===== src/design/lrrc_pkg.sv =====
package lrrc_pkg;

  localparam int MAX_LEDS    = 64;
  localparam int FRAME_SLOTS = 16;
  localparam int LED_W       = 6;
  localparam int SLOT_W      = 4;
  localparam int ADDR_W      = SLOT_W + LED_W;
  localparam int PIX_W       = 24;
  localparam int CFG_W       = 22;
  localparam int CFG_IDX_W   = 3;

  localparam logic [16:0] FRAC_ONE    = 17'd100000;
  localparam logic [16:0] FRAC_ROUND  = 17'd99999;
  localparam logic [7:0]  FULL_SCALE  = 8'd255;

  // floor(x / 100000) for x < 2^25, exact with this reciprocal and shift
  localparam logic [25:0] RECIP       = 26'd43980466;
  localparam int          RECIP_SHIFT = 42;

  localparam logic [1:0] CMD_WRITE   = 2'd0;
  localparam logic [1:0] CMD_TICK    = 2'd1;
  localparam logic [1:0] CMD_RESTART = 2'd2;

  localparam logic [CFG_IDX_W-1:0] REG_LED_COUNT   = 3'd0;
  localparam logic [CFG_IDX_W-1:0] REG_FRAME_COUNT = 3'd1;
  localparam logic [CFG_IDX_W-1:0] REG_BRIGHTNESS  = 3'd2;
  localparam logic [CFG_IDX_W-1:0] REG_FRAME_TIME  = 3'd3;
  localparam logic [CFG_IDX_W-1:0] REG_ROT_RATE    = 3'd4;
  localparam logic [CFG_IDX_W-1:0] REG_TRANS_STEPS = 3'd5;

  typedef struct packed {
    logic              is_tick;
    logic [SLOT_W-1:0] cur;
    logic [SLOT_W-1:0] prev;
    logic [LED_W-1:0]  shift;
    logic [16:0]       frac;
    logic [16:0]       w;
    logic [16:0]       bf;
    logic [6:0]        n;
    logic [ADDR_W-1:0] addr;
    logic [PIX_W-1:0]  pix;
  } job_t;

  typedef struct packed {
    logic [LED_W-1:0] led;
    logic [7:0]       r;
    logic [7:0]       g;
    logic [7:0]       b;
    logic             last;
  } result_t;

  function automatic logic [7:0] div100k(input logic [24:0] x);
    logic [50:0] p;
    p = 51'(x) * 51'(RECIP);
    return p[RECIP_SHIFT+7:RECIP_SHIFT];
  endfunction

endpackage


===== src/design/lrrc_jobq.sv =====
module lrrc_jobq (
  input  logic          clk,
  input  logic          rst,
  input  logic          push,
  input  lrrc_pkg::job_t din,
  output logic          full,
  input  logic          pop,
  output lrrc_pkg::job_t dout,
  output logic          empty
);
  import lrrc_pkg::*;

  job_t       q [4];
  logic [1:0] wp;
  logic [1:0] rp;
  logic [2:0] cnt;

  assign full  = (cnt == 3'd4);
  assign empty = (cnt == 3'd0);
  assign dout  = q[rp];

  always_ff @(posedge clk) begin
    if (rst) begin
      wp  <= '0;
      rp  <= '0;
      cnt <= '0;
    end else begin
      if (push && !full) begin
        wp <= wp + 2'd1;
      end
      if (pop && !empty) begin
        rp <= rp + 2'd1;
      end
      cnt <= cnt + 3'(push && !full) - 3'(pop && !empty);
    end
  end

  always_ff @(posedge clk) begin
    if (push && !full) begin
      q[wp] <= din;
    end
  end

endmodule


===== config.mk =====
export PLATFORM = sky130hd
export DESIGN_NAME = lrrc_jobq
export DESIGN_NICKNAME = d
export VERILOG_FILES = /design/src/design/lrrc_pkg.sv /design/src/design/lrrc_jobq.sv
export SDC_FILE = /design/constraint.sdc
export NUM_CORES = 1
export LEC_CHECK = 0
export ABC_AREA = 1
export BUFFER_PORTS_ARGS = -buffer_cell sky130_fd_sc_hd__buf_2
export CORE_ASPECT_RATIO = 0.7
export CORE_UTILIZATION = 52
export CTS_CLUSTER_DIAMETER = 120
export CTS_CLUSTER_SIZE = 40
export DETAILED_ROUTE_END_ITERATION = 16
export PLACE_DENSITY = 0.88
export SYNTH_ARGS = -nofsm -noshare
export SYNTH_HDL_FRONTEND = slang
export SYNTH_SLANG_ARGS = --single-unit

===== constraint.sdc =====
create_clock -name clk -period 5.7 [get_ports clk]
set_input_delay 0.285 -clock clk [delete_from_list [all_inputs] [get_ports clk]]
set_output_delay 0.285 -clock clk [all_outputs]
set_load 0.03 [all_outputs]

==> out/results.ini, run 1 <==
[status]
status=finished, final reports clean

[power]
p_switching_mw=2.79
p_int_mw=5.02
power_frac_seq=0.516
cellPowerDensity_nw_per_um2=408
peakVddDrop_v=0.000381
power_frac_comb=0.311
p_clk_frac=0.173
finalPower_mw=7.81
p_leak_nw=6.63
swShare=0.357

[setup_path]
worst_path_max_delay_cell=buf_4
worstSetupPathType=register to output port
worstPathArrival_ps=3100
cp_max_fo=141
startpoint_type=register
cp.required_ps=5410
worst_path_largest_cell_delay_ps=710
crit_path_cell_trace=inv_6 > buf_4 > o21ai_0 > o22ai_1 > buf_2
cp-end-kind=output port

[min_path]
hp-class=input port to register

[timing]
finalWorstSetupSlack_ps=2310
finalHoldViolations=0
tns_ps=0
post-route-period-util=0.594
rsz0062_at_grt=no
finalMaxSlewViolations=0
min_period_ps=3390
worst_pin_slew_ps=1040
slew_headroom=0.306
setup_viol=0
skew_ps=20.5
maxClockFrequency_mhz=295

[placed_design]
dp_cells=1679
place_hpwl_mm=20.0
io_buffers=219
dp_slack_ps=2850
globalplace.congestion=0.759

[drt]
routed_wl_mm=36.3
drc=0
drt_iter0_markers=968
via_per_inst=5.71
ant_nets=0
wl_per_cell_um=20.0
vias=10300
drt_first_pass_iters=8

[logic_synthesis]
synth-adder-area-share=0.00582
yosys_warnings=0
synth_top_family_by_area=compound AO/OA/AOI/OAI gates
synth_mux_area_frac=0
syn_area_per_cell_sq_um=14.8
syn_inst=1104
synth_compound_area_frac=0.108
synth-seq-cells=437
synthSimpleGateAreaFrac=0.0564
synth_seq_area_share=0.798
synth_nets=1222
synth_area_sq_um=16300
synth_cell_types=20
synth_xor_area_frac=0

[clocking]
cts_max_level=1
cts_buffer_depth=3
clkTransAtPathRegs_ps=130
hold_buffers=108
cts_root_buffer=clkbuf_16
cts_tree=yes
cts_buffers=14
cts_setup_buffers=0
cts_resized=0
clock_latency_ps=520
clock_sinks=437

[global_routing]
grt_max_degree=142
first_global_vias=10100
gr-usage-all-layers=0.220
antenna_found_initial=3
grt_overflow_total=0
grt_pass1_wl_mm=54.4

[floorplanning]
start_util=0.537
ios=220
die_height_um=150
dieArea_sq_um=32100
rows=53
fp.coreArea_sq_um=30400
die_w_um=214

[finish]
n_fill_cell=2152
finalNonFillerCells=1811
syn_to_final_growth_pct=17.1
multi_input_area_sq_um=2810
drive_above_1_share=0.184
nNetsFinal=1509
seq_area_sq_um=13000

[job]
max-cap-violations=0

metal layers:
metal | part of all wire | GRT usage | vias to the layer above
li1 | - | - | 4695
met1 | 0.41 | 0.295 | 5128
met2 | 0.49 | 0.376 | 469
met3 | 0.082 | 0.0405 | 43
met4 | 0.016 | 0.0471 | 0
met5 | 0 | 0 | -
synth_stat cells:
library cell / number / share of area
a21oi_1: 5 / 0.0015
buf_12: 1 / 0.0012
buf_2: 10 / 0.0031
buf_4: 4 / 0.0018
buf_6: 18 / 0.012
clkbuf_1: 36 / 0.0083
clkbuf_2: 1 / 0.00031
dfxtp_1: 9 / 0.011
edfxtp_1: 428 / 0.79
fa_1: 1 / 0.0012
ha_1: 6 / 0.0046
inv_1: 18 / 0.0041
inv_2: 1 / 0.00023
inv_6: 1 / 0.00054
nand2_1: 12 / 0.0028
nand3_1: 4 / 0.0012
nor2_1: 228 / 0.052
o21ai_0: 199 / 0.061
o21ai_1: 15 / 0.0046
o22ai_1: 107 / 0.041
worst paths after layout:
path / start / to / slack, ps / cells after the start
hold reg to reg: rp[1] / register / 540 / 2
setup / recovery: register / dout[96] / 2310 / 5
hold / removal: pop / register / 60 / 3
setup reg to reg: cnt[1] / q[1][59] / 3180 / 5
cell type report:
type	count	share of cell area
flip-flops and latches	437	0.681
multi-input cells	577	0.147
repair buffers	341	0.119
well taps	412	0.0269
clock buffers	19	0.0204
inverters	20	0.00418
diodes	4	0.000523
clock inverters	1	0.000262
sequential cells by signal (all words and copies together), names as in the netlist, named ones only:
name	count
cnt	3
q	428
rp	2
wp	2
cells by family (layout without fill, tap and decap cells):
logic type,Yosys count,count (layout)
other,0,4
DFF,437,437
buffers and inverters,90,381
adders and majority gates,7,7
AOI/OAI and AO/OA,326,326
and+or+nand+nor,244,244
through the flow:
stage	instance area (sq um)	hold slack, ps	util
floorplan	16300	356	-
global placement	17600	459	0.580
detailed placement	17600	483	0.580
CTS	19100	17.6	0.628
global route	19100	77.0	0.629
finish	19100	55.3	0.629
worst max-delay path: cells and delay by family, from the launching register on:
family,cells,cell delay (ps)
buf+inv,3,1620
flops,1,480
compound gates,2,420
power by group through the flow:
stage	clock network, mW	registers (mW)	logic, mW
floorplan	0	4.09	1.72
global placement	0	4.08	2.28
detailed placement	0	4.10	2.34
CTS	1.37	4.02	2.41
global route	1.46	4.05	2.61
finish	1.35	4.03	2.43
placed cells by master (no fill, tap or decap):
cell type	n
clkbuf_16	15
nor2_1	224
buf_2	219
o21ai_0	199
nor2_4	4
ha_1	6
dfxtp_4	2
nand2_1	12
nand3_1	4
diode_2	4
o22ai_1	107
clkinv_2	1
inv_6	1
dfxtp_1	7
buf_4	14
inv_2	1
o21ai_1	15
a21oi_1	5
clkbuf_1	4
edfxtp_1	428
fa_1	1
inv_1	18
dlygate4sd3_1	108
(Power assumes the default switching activity.)
==> inputs of run 2 (changes only) <==
==> constraint.sdc (replaced) <==
create_clock -name clk -period 3 [get_ports clk]
set_input_delay 0.15 -clock clk [delete_from_list [all_inputs] [get_ports clk]]
set_output_delay 0.15 -clock clk [all_outputs]
set_load 0.03 [all_outputs]
==> run 2 against run 1 <==
Compared with the run above: non-clock buffer count grew 8; worst setup slack lost 1900 ps; worst hold slack gained 310 ps; total power grew 91%; critical path depth shrank 1; sequential power grew 88%; clock power grew 90%; cell area grew 0.97%; count of clock-buffer cells in the layout is the same; register-to-register slack lost 2500 ps; combinational power grew 98%; critical path type unchanged.
==> out/results.ini, run 2 (synthesis gave the netlist of run 1 again) <==
[timing]
finalHoldViolations=0  ; unchanged
rsz0062_at_grt=no
slew_headroom=0.371  ; +0.0643
worst_pin_slew_ps=944  ; -96.5 ps
setup_viol=0  ; unchanged
post-route-period-util=0.856
tns_ps=0  ; unchanged
finalWorstSetupSlack_ps=432  ; -1880 ps
maxClockFrequency_mhz=389
min_period_ps=2570
finalMaxSlewViolations=0  ; unchanged
skew_ps=23.3  ; +2.83 ps
hold_ws_ps=365  ; +310 ps

[floorplanning]
die_w_um=214  ; unchanged
start_util=0.537  ; unchanged
die_height_um=150  ; unchanged
fp.coreArea_sq_um=30400  ; unchanged
dieArea_sq_um=32100  ; unchanged
rows=53  ; unchanged
ios=220  ; unchanged

[setup_path]
startpoint_type=register
worstPathArrival_ps=2420  ; -680 ps
worstSetupPathType=register to output port
cp_max_fo=214  ; +52%
cp-end-kind=output port
cp.required_ps=2850  ; -2560 ps

[status]
status=finished, final reports clean

[finish]
syn_to_final_growth_pct=18.3
largest_register_ff_count=428  ; unchanged
drive_above_1_share=0.187  ; +0.00323
largest_register=q
nNetsFinal=1517  ; +0.53%
finalNonFillerCells=1817  ; +0.33%
fin_util=0.635  ; +0.00613
layout_common_cells=428 x edfxtp_1, 224 x nor2_1, 219 x buf_2
final_common_cell=edfxtp_1
largestRegisters=q (428), cnt (3)

[clocking]
cts_buffers=14  ; unchanged
cts_root_buffer=clkbuf_16
clock_sinks=437  ; unchanged
clkTransAtPathRegs_ps=140  ; about the same
cts_setup_buffers=0  ; unchanged
clock_latency_ps=520  ; about the same
cts_max_level=1  ; unchanged
cts_tree=yes
cts_buffer_depth=3  ; unchanged

[global_routing]
gr-usage-all-layers=0.218  ; -0.00178
first_global_vias=10200  ; +1.1%
antenna_found_initial=2  ; -1
grt_max_degree=215  ; +51%
grt_overflow_total=0  ; unchanged
grt_pass1_wl_mm=53.8  ; -1.3%

[min_path]
hp-class=input port to register

[placed_design]
place_hpwl_mm=19.2  ; -4.1%
io_buffers=219  ; unchanged
globalplace.congestion=0.765  ; +0.75%
dp_cells=1685  ; +0.36%
dp_slack_ps=756  ; -2090 ps

[drt]
vias=10300  ; -0.19%
routed_wl_mm=35.8  ; -1.3%
drt_iter0_markers=1136  ; +17%
drc=0  ; unchanged
ant_nets=0  ; unchanged
via_per_inst=5.68  ; -0.52%
drt_first_pass_iters=6  ; -2
wl_per_cell_um=19.7  ; -1.6%

[power]
cellPowerDensity_nw_per_um2=774  ; +90%
peakVddDrop_v=0.000573  ; +51%
p_leak_nw=6.71  ; +1.1%

[job]
max-cap-violations=0  ; unchanged

[run 2: cell count changes in the layout (fill, tap and decap cells not counted), sizes merged]
cell	previous run	this run
buf	233	239
diode	4	2
dlygate4sd3	108	110
clkinv	1	2
inv	20	19
[run 2: layout make-up]
class,instances,area (sq um)
diodes,2,5.00
clock buffers,19,390
clock inverters,1,5.00
fillers,2064,11100
inverters,20,81.3
multi-input cells,577,2810
flip-flops and latches,437,13000
well taps,412,515
repair buffers,349,2470
[run 2: through the flow]
step / area (sq um) / total power, mW
finish: 19300 / 15.0
global route: 19300 / 15.6
CTS: 19300 / 14.9
floorplan: 16300 / 11.0
global placement: 17800 / 12.2
detailed placement: 17800 / 12.4
[run 2: path summary, 6_finish.rpt]
| kind | cells past startpoint | to | slack, ps | from |
|---|---|---|---|---|
| min | 2 | q[0][27] | 370 | din[27] |
| max | 4 | dout[66] | 430 | register |
| min reg2reg | 2 | rp[0] | 560 | rp[0] |
| max reg2reg | 9 | cnt[1] | 660 | cnt[1] |
[run 2: worst max-delay path, cell delays in order (launching register included)]
cell	delay, ps
dfxtp_4	410
buf_12	580
o21ai_0	250
o22ai_1	230
buf_2	230
[run 2: routing by layer]
metal  global-route usage  wire length (um)  part of all wire  vias up
li1                     -                 -                 -     4707
met1                0.274             14300              0.40     5105
met2                0.382             17900              0.50      447
met3               0.0476              2930             0.082       56
met4               0.0582               684             0.019        0
met5                    0                 0                 0        -
[run 2: timing repair]
| item | CTS | global route |
|---|---|---|
| gates resized for setup | 0 | 0 |
| endpoints found under the setup margin | 0 | 0 |
| hold buffers | 110 | 0 |
| hold endpoints to repair | 436 | 0 |
[run 2: power by group]
group / switching, mW / total [mW] / internal, mW
Combinational: 3.55 / 4.81 / 1.26
Sequential: 0.161 / 7.58 / 7.42
Clock: 1.63 / 2.57 / 0.935
