--- config.mk ---
export PLATFORM = sky130hd
export DESIGN_NAME = lrrc_front
export DESIGN_NICKNAME = d
export VERILOG_FILES = /design/src/design/lrrc_pkg.sv /design/src/design/lrrc_div.sv /design/src/design/lrrc_front.sv
export SDC_FILE = /design/constraint.sdc
export NUM_CORES = 2
export LEC_CHECK = 0
export ABC_CLOCK_PERIOD_IN_PS = 9030
export BUFFER_PORTS_ARGS = -buffer_cell sky130_fd_sc_hd__buf_2
export CAP_MARGIN = 10
export CORE_MARGIN = 2
export CORE_UTILIZATION = 45
export CTS_CLUSTER_DIAMETER = 30
export CTS_CLUSTER_SIZE = 14
export DETAILED_ROUTE_END_ITERATION = 10
export PLACE_DENSITY = 0.68
export SYNTH_ARGS = -nofsm -noshare
export SYNTH_HDL_FRONTEND = slang
export SYNTH_SLANG_ARGS = --single-unit
--- constraint.sdc ---
create_clock -name clk -period 9.03 [get_ports clk]
set_input_delay 2.2575 -clock clk [delete_from_list [all_inputs] [get_ports clk]]
set_output_delay 2.2575 -clock clk [all_outputs]
set_load 0.02 [all_outputs]
--- src/design/lrrc_pkg.sv ---
package lrrc_pkg;

  localparam int MAX_LEDS    = 64;
  localparam int FRAME_SLOTS = 16;
  localparam int LED_W       = 6;
  localparam int SLOT_W      = 4;
  localparam int ADDR_W      = SLOT_W + LED_W;
  localparam int PIX_W       = 24;
  localparam int CFG_W       = 22;
  localparam int CFG_IDX_W   = 3;

  localparam logic [16:0] FRAC_ONE    = 17'd100000;
  localparam logic [16:0] FRAC_ROUND  = 17'd99999;
  localparam logic [7:0]  FULL_SCALE  = 8'd255;

  // floor(x / 100000) for x < 2^25, exact with this reciprocal and shift
  localparam logic [25:0] RECIP       = 26'd43980466;
  localparam int          RECIP_SHIFT = 42;

  localparam logic [1:0] CMD_WRITE   = 2'd0;
  localparam logic [1:0] CMD_TICK    = 2'd1;
  localparam logic [1:0] CMD_RESTART = 2'd2;

  localparam logic [CFG_IDX_W-1:0] REG_LED_COUNT   = 3'd0;
  localparam logic [CFG_IDX_W-1:0] REG_FRAME_COUNT = 3'd1;
  localparam logic [CFG_IDX_W-1:0] REG_BRIGHTNESS  = 3'd2;
  localparam logic [CFG_IDX_W-1:0] REG_FRAME_TIME  = 3'd3;
  localparam logic [CFG_IDX_W-1:0] REG_ROT_RATE    = 3'd4;
  localparam logic [CFG_IDX_W-1:0] REG_TRANS_STEPS = 3'd5;

  typedef struct packed {
    logic              is_tick;
    logic [SLOT_W-1:0] cur;
    logic [SLOT_W-1:0] prev;
    logic [LED_W-1:0]  shift;
    logic [16:0]       frac;
    logic [16:0]       w;
    logic [16:0]       bf;
    logic [6:0]        n;
    logic [ADDR_W-1:0] addr;
    logic [PIX_W-1:0]  pix;
  } job_t;

  typedef struct packed {
    logic [LED_W-1:0] led;
    logic [7:0]       r;
    logic [7:0]       g;
    logic [7:0]       b;
    logic             last;
  } result_t;

  function automatic logic [7:0] div100k(input logic [24:0] x);
    logic [50:0] p;
    p = 51'(x) * 51'(RECIP);
    return p[RECIP_SHIFT+7:RECIP_SHIFT];
  endfunction

endpackage

--- src/design/lrrc_div.sv ---
module lrrc_div (
  input  logic        clk,
  input  logic        rst,
  input  logic        start,
  input  logic [31:0] num,
  input  logic [22:0] den,
  output logic        done,
  output logic [31:0] quo,
  output logic [22:0] rem
);

  logic        run;
  logic [4:0]  cnt;
  logic [22:0] dreg;
  logic [23:0] t;

  // restoring division, one quotient bit per cycle
  assign t = {rem, quo[31]};

  always_ff @(posedge clk) begin
    if (rst) begin
      run  <= 1'b0;
      done <= 1'b0;
      cnt  <= '0;
    end else begin
      done <= 1'b0;
      if (start) begin
        run <= 1'b1;
        cnt <= '0;
      end else if (run) begin
        cnt <= cnt + 5'd1;
        if (cnt == 5'd31) begin
          run  <= 1'b0;
          done <= 1'b1;
        end
      end
    end
  end

  always_ff @(posedge clk) begin
    if (start) begin
      quo  <= num;
      rem  <= '0;
      dreg <= den;
    end else if (run) begin
      if (t >= {1'b0, dreg}) begin
        rem <= 23'(t - {1'b0, dreg});
        quo <= {quo[30:0], 1'b1};
      end else begin
        rem <= t[22:0];
        quo <= {quo[30:0], 1'b0};
      end
    end
  end

endmodule

--- src/design/lrrc_front.sv ---
module lrrc_front (
  input  logic                            clk,
  input  logic                            rst,
  input  logic                            push,
  output logic                            full,
  input  logic [1:0]                      cmd,
  input  logic [lrrc_pkg::SLOT_W-1:0]     frame_slot,
  input  logic [lrrc_pkg::LED_W-1:0]      led_index,
  input  logic [7:0]                      red,
  input  logic [7:0]                      green,
  input  logic [7:0]                      blue,
  input  logic                            cfg_we,
  input  logic [lrrc_pkg::CFG_IDX_W-1:0]  cfg_index,
  input  logic [lrrc_pkg::CFG_W-1:0]      cfg_data,
  output logic                            jq_push,
  output lrrc_pkg::job_t                  jq_din,
  input  logic                            jq_full
);
  import lrrc_pkg::*;

  localparam logic [2:0] F_IDLE = 3'd0;
  localparam logic [2:0] F_MUL  = 3'd1;
  localparam logic [2:0] F_MOD  = 3'd2;
  localparam logic [2:0] F_W    = 3'd3;
  localparam logic [2:0] F_PUSH = 3'd4;

  // 100000 / 255 split into whole and remainder parts
  localparam logic [16:0] BF_INT = 17'(FRAC_ONE / FULL_SCALE);
  localparam logic [13:0] BF_REM = 14'(FRAC_ONE % FULL_SCALE);
  // floor(y / 255) for y <= 10200
  localparam logic [30:0] R255   = 31'd65794;

  logic [6:0]  led_count;
  logic [4:0]  slot_total;
  logic [7:0]  brightness;
  logic [9:0]  frame_time_ms;
  logic [21:0] rotation_rate;
  logic [9:0]  fade_steps;

  logic [2:0]  state;
  logic [3:0]  cur;
  logic [22:0] pos;
  logic [9:0]  prog;

  logic [3:0]  prev_r;
  logic [6:0]  n_r;
  logic [9:0]  s_r;
  logic [22:0] bound;
  logic signed [32:0] prod_r;
  logic        neg;
  logic [5:0]  shift_r;
  logic [16:0] frac_r;
  logic [16:0] w_r;
  logic [16:0] bf_r;

  logic [6:0]  n_eff;
  logic [4:0]  fc_eff;
  logic [9:0]  s_eff;
  logic        adv;
  logic [3:0]  cur_adv;
  logic [3:0]  cur_nx;
  logic        take;

  logic signed [33:0] sum;
  logic [31:0] mag;
  logic [22:0] pos_fix;
  logic [9:0]  pmin;

  logic [7:0]  shift_calc;
  logic [13:0] b_rem;
  logic [30:0] b_rem_m;
  logic [16:0] bf_calc;

  logic        div_start;
  logic [31:0] div_num;
  logic [22:0] div_den;
  logic        div_done;
  logic [31:0] div_quo;
  logic [22:0] div_rem;

  assign n_eff  = (led_count == 7'd0) ? 7'd1 :
                  (led_count > 7'(MAX_LEDS)) ? 7'(MAX_LEDS) : led_count;
  assign fc_eff = (slot_total == 5'd0) ? 5'd1 :
                  (slot_total > 5'(FRAME_SLOTS)) ? 5'(FRAME_SLOTS) : slot_total;
  assign s_eff  = (fade_steps == 10'd0) ? 10'd1 : fade_steps;
  assign adv     = (s_eff <= 10'd1) || (prog <= 10'd1);
  assign cur_adv = ((5'(cur) + 5'd1) >= fc_eff) ? 4'd0 : cur + 4'd1;
  assign cur_nx  = adv ? cur_adv : cur;

  assign full = (state != F_IDLE) || jq_full;
  assign take = push && !full;

  assign sum     = 34'($signed({1'b0, pos})) + 34'(prod_r);
  assign mag     = sum[33] ? 32'(-sum) : 32'(sum);
  assign pos_fix = (neg && div_rem != 23'd0) ? bound - div_rem : div_rem;
  assign pmin    = (prog < s_r) ? prog : s_r;

  // shift settles first, frac follows from the registered shift
  assign shift_calc = div100k(25'(pos));
  assign b_rem      = 14'(brightness) * BF_REM;
  assign b_rem_m    = 31'(b_rem) * R255;
  assign bf_calc    = 17'(brightness) * BF_INT + 17'(b_rem_m[30:24]);

  always_comb begin
    div_start = 1'b0;
    div_num   = '0;
    div_den   = '0;
    case (state)
      F_MUL: begin
        div_start = 1'b1;
        div_num   = mag;
        div_den   = bound;
      end
      F_MOD: begin
        div_start = div_done;
        div_num   = 32'(FRAC_ONE) * 32'(pmin);
        div_den   = 23'(s_r);
      end
      default: begin
      end
    endcase
  end

  lrrc_div u_div (
    .clk   (clk),
    .rst   (rst),
    .start (div_start),
    .num   (div_num),
    .den   (div_den),
    .done  (div_done),
    .quo   (div_quo),
    .rem   (div_rem)
  );

  always_comb begin
    jq_din         = '0;
    jq_push        = 1'b0;
    if (state == F_PUSH) begin
      jq_push       = !jq_full;
      jq_din.is_tick = 1'b1;
      jq_din.cur    = cur;
      jq_din.prev   = prev_r;
      jq_din.shift  = shift_r;
      jq_din.frac   = frac_r;
      jq_din.w      = w_r;
      jq_din.bf     = bf_r;
      jq_din.n      = n_r;
    end else begin
      jq_push       = take && (cmd == CMD_WRITE);
      jq_din.addr   = {frame_slot, led_index};
      jq_din.pix    = {red, green, blue};
    end
  end

  always_ff @(posedge clk) begin
    if (rst) begin
      led_count     <= 7'd24;
      slot_total    <= 5'd1;
      brightness    <= 8'd255;
      frame_time_ms <= 10'd50;
      rotation_rate <= '0;
      fade_steps    <= 10'd1;
    end else if (cfg_we) begin
      case (cfg_index)
        REG_LED_COUNT:   led_count     <= cfg_data[6:0];
        REG_FRAME_COUNT: slot_total    <= cfg_data[4:0];
        REG_BRIGHTNESS:  brightness    <= cfg_data[7:0];
        REG_FRAME_TIME:  frame_time_ms <= cfg_data[9:0];
        REG_ROT_RATE:    rotation_rate <= cfg_data;
        REG_TRANS_STEPS: fade_steps    <= cfg_data[9:0];
        default: begin
        end
      endcase
    end
  end

  always_ff @(posedge clk) begin
    if (rst) begin
      state <= F_IDLE;
      cur   <= '0;
      pos   <= '0;
      prog  <= 10'd1;
    end else begin
      case (state)
        F_IDLE: begin
          if (take && cmd == CMD_RESTART) begin
            cur  <= '0;
            pos  <= '0;
            prog <= s_eff;
          end else if (take && cmd == CMD_TICK) begin
            cur   <= cur_nx;
            if (adv) begin
              prog <= s_eff;
            end
            state <= F_MUL;
          end
        end
        F_MUL: state <= F_MOD;
        F_MOD: begin
          if (div_done) begin
            pos   <= pos_fix;
            state <= F_W;
          end
        end
        F_W: if (div_done) state <= F_PUSH;
        F_PUSH: begin
          if (!jq_full) begin
            if (prog != 10'd0) begin
              prog <= prog - 10'd1;
            end
            state <= F_IDLE;
          end
        end
        default: state <= F_IDLE;
      endcase
    end
  end

  always_ff @(posedge clk) begin
    if (state == F_IDLE) begin
      prev_r <= (cur_nx == 4'd0) ? 4'(fc_eff - 5'd1) : cur_nx - 4'd1;
      n_r    <= n_eff;
      s_r    <= s_eff;
      bound  <= 23'(n_eff) * 23'(FRAC_ONE);
      prod_r <= $signed(rotation_rate) * $signed({1'b0, frame_time_ms});
    end
    if (state == F_MUL) begin
      neg <= sum[33];
    end
    if (state == F_W) begin
      shift_r <= shift_calc[5:0];
      frac_r  <= 17'(pos - 23'(shift_r) * 23'(FRAC_ONE));
      bf_r    <= bf_calc;
      if (div_done) begin
        w_r <= div_quo[16:0];
      end
    end
  end

endmodule

==> results by group <==
Timing
  – Setup violators final: 0
  – RSZ-0062 raised after global routing: no
  – Final hold viol count: 0
  – Max-slew headroom at the worst pin: 30.0%
  – Peak Freq: 133 MHz
  – Hold slack final: 0.449 ns
  – Slew @ Worst Pin: 1.05 ns
  – Setup TNS: 0 ns
  – Fin crit period: 7.51 ns
  – Fin Clk Skew: 0.0243 ns
  – Final Max Slew Viols: 0
  – Fin crit share: 83.2%

Min path
  – Worst hold stages: 0
  – Hold Path Class: flop to flop
  – Worst Hold Path EP: w_r[9]
  – HP Start: u_div.quo[9]

Setup path
  – Reg2Reg Depth: 22
  – Worst setup SP type: flop
  – Required @ worst endpoint: 9.39 ns
  – Reg-to-reg critical path startpoint: pos[12]
  – CP Capture Type: flop
  – Crit path max fanout: 13
  – CP arrival: 7.88 ns
  – Worst reg2reg endpoint: shift_r[5]
  – R2R Setup Slk: 1.52 ns
  – Critical setup path kind: flop to flop

Synthesis
  – YS warnings: 0
  – Avg Synthesized Cell Area: 9.52 um2
  – Leading post-synthesis cells by cell area: fa_1 (22%), ha_1 (20%), edfxtp_1 (14%)
  – Count leader, synth: inv_1
  – Asr flop ratio synth: 0%
  – Yosys top cell area share: 22.1%
  – Syn nets: 5326
  – Netlist area before placement: 39900 um2
  – Sequential share of the synthesized area: 20.4%
  – Top_reg_cell synth: edfxtp_1
  – Commonest cells post-synth: inv_1 (688), ha_1 (624), fa_1 (441)
  – Distinct cells, synth: 101
  – Yosys reg bits: 315
  – Number of flops mapped to enable cells by yosys: 183
  – Synth Instances: 4195
  – Synth area leader: fa_1

GRT
  – Grt ovf: 0
  – Overall routing resource usage: 23.0%
  – Pin count of the biggest net entering global routing: 81
  – First-pass GRT wire length: 164000 um
  – Vias in the first global route: 30.0k
  – Initial antenna violation count: 3

Place
  – Number of I/O port buffers: 174
  – DP Area: 41800 um2
  – Post-DP HPWL: 81600 um
  – GP Congestion: 0.924

Job
  – Number of max-cap violations: 0

Clocking
  – Worst-path clk slew: 0.05 ns
  – Setup Buffers After CTS: 0
  – CTS tree: yes
  – CTS sink count: 315
  – Clk_lat worst skew: 0.64 ns
  – CTS root buf: clkbuf_16
  – H-tree Lvls: 3
  – Clk buf depth: 3
  – Resize count post-CTS: 0
  – Hold Buf Count CTS: 0
  – CTS buffer count: 82

Status
  – Status: complete, no violations

Floorplanning
  – Die Ht: 302 um
  – Ports: 175
  – Core ar.: 88100 um2
  – Die area: 91100 um2
  – Row Count: 109
  – Die span in x: 302 um
  – Initial Util: 45.3%

Power and ir drop
  – Seq pwr share: 26.0%
  – Sw Share: 33.4%
  – Switch Pwr: 0.00236 W
  – Peak supply drop: 0.155 mV
  – P_int: 0.00471 W
  – Clock power share: 44.2%
  – Power per cell area: 158 nW/um2
  – Combinational share of power: 29.8%
  – Static Leak: 22.9 nW

Detailed routing
  – ANT nets after route: 0
  – Total number of vias: 29.8k
  – Drt wl/cell: 18.5 um
  – DRT Pass-1 Iters: 5
  – Post-DR vias/cell: 5.36
  – # DRC: 0
  – Detailed Route Iter0 Violations: 1696
  – Total Routed Length: 103000 um

Finish
  – Finished Cell Area: 44800 um2
  – Reg area: 8140 um2
  – Multi-input logic area: 28600 um2
  – Final net count: 5454
  – Area Growth Syn to Fin: 12.2%
  – Fill count: 8042
  – Share of layout cells above drive strength 1: 8.91%
## layout by cell type (no fill, tap or decap), drive strengths merged, types with 19 or more instances in the layout
master  instances
nand2b         23
nand3          54
nand4          22
xnor2         130
dfxtp         132
inv           693
and2          193
nor2b          34
buf           196
clkbuf        116
a21o           88
nor3           58
mux2i          19
a22oi          20
o21ai         132
a21oi         237
nand2         323
a31oi          28
o21bai         29
nor2          154
and3           95
a211oi         28
edfxtp        183
xor2           75
ha            624
fa            441
## worst max-delay path by stage
stage          slack [ns]    start  depth (start not counted)       endpoint
6_report             1.52  pos[12]                         22     shift_r[5]
3_3_place_gp         1.68  pos[12]                         22     shift_r[5]
3_5_place_dp         1.62  pos[12]                         22     shift_r[5]
4_1_cts              1.55  pos[12]                         22     shift_r[5]
5_1_grt              1.19  pos[12]                         22     shift_r[5]
2_1_floorplan        2.46   s_r[1]                         30  u_div.quo[25]
## critical path, stage by stage, from the launching register on
cell and delay (ns):
dfxtp_1 0.84, fa_1 0.61, inv_1 0.11, fa_1 0.42
fa_1 0.54, inv_1 0.06, fa_1 0.40, fa_1 0.52
inv_1 0.06, fa_1 0.50, fa_1 0.54, inv_1 0.04
ha_1 0.27, nand4_1 0.09, a2111oi_0 0.71, nand3_1 0.17
nor2_1 0.12, o211ai_1 0.16, a21boi_0 0.43, o21a_1 0.25
o41a_1 0.18, a21oi_1 0.09, xnor2_1 0.12
## metrics by stage
step                power [W]  setup WS [ns]  std cells  util (%)
global placement      0.00391           1.68       5404      47.5
global route          0.00745           1.19       5555      50.9
detailed placement    0.00394           1.62       5404      47.5
CTS                   0.00710           1.55       5555      50.9
finish                0.00707           1.52       5557      50.9
floorplan             0.00340           2.46       4195         -
## registers in the layout, summed over array words and instances, names as in the netlist, 5 cells and up
signal         count
w_r               17
u_div.cnt          5
frame_time_ms     10
prog              10
led_count          7
s_r               10
slot_total         5
prod_r            33
fade_steps        10
u_div.dreg        23
pos               23
frac_r            17
bound             16
bf_r              17
n_r                7
brightness         8
u_div.rem         23
shift_r            6
rotation_rate     22
u_div.quo         32
## power by group through the flow
stage,Combinational (W),Clock (W),Sequential (W)
detailed placement,0.00208,0,0.00186
floorplan,0.00163,0,0.00177
global placement,0.00206,0,0.00185
global route,0.00236,0.00324,0.00185
finish,0.00211,0.00312,0.00184
CTS,0.00210,0.00316,0.00183
## cells by family after synthesis
| kind of cell | share of synthesized area (%) |
|---|---|
| AOI/OAI and AO/OA | 11.6 |
| xor gates and xnor gates | 4.52 |
| adders and majority gates | 41.7 |
| buffers and inverters | 8.08 |
| DFF | 20.4 |
| muxes | 0.646 |
| other | 0.00939 |
| and+or+nand+nor | 13.1 |
## cell type report
cell class / count / share of cell area (%)
inverter: 689 / 5.77
clock inverter: 35 / 1.08
clock buffer: 116 / 5.58
sequential: 315 / 18.2
tap: 1165 / 3.25
antenna: 2 / 0.0112
multi-input combinational: 3039 / 63.8
timing repair buffer: 196 / 2.32
## layer usage
layer | routed length [um] | part of all wire, % | track usage [%]
met1 | 45700 | 44 | 31.2
met3 | 6700 | 6.5 | 3.70
met4 | 3190 | 3.1 | 7.56
met2 | 47500 | 46 | 37.4
met5 | 0 | 0 | 0
Note: power is estimated with default switching activity, not from simulation.
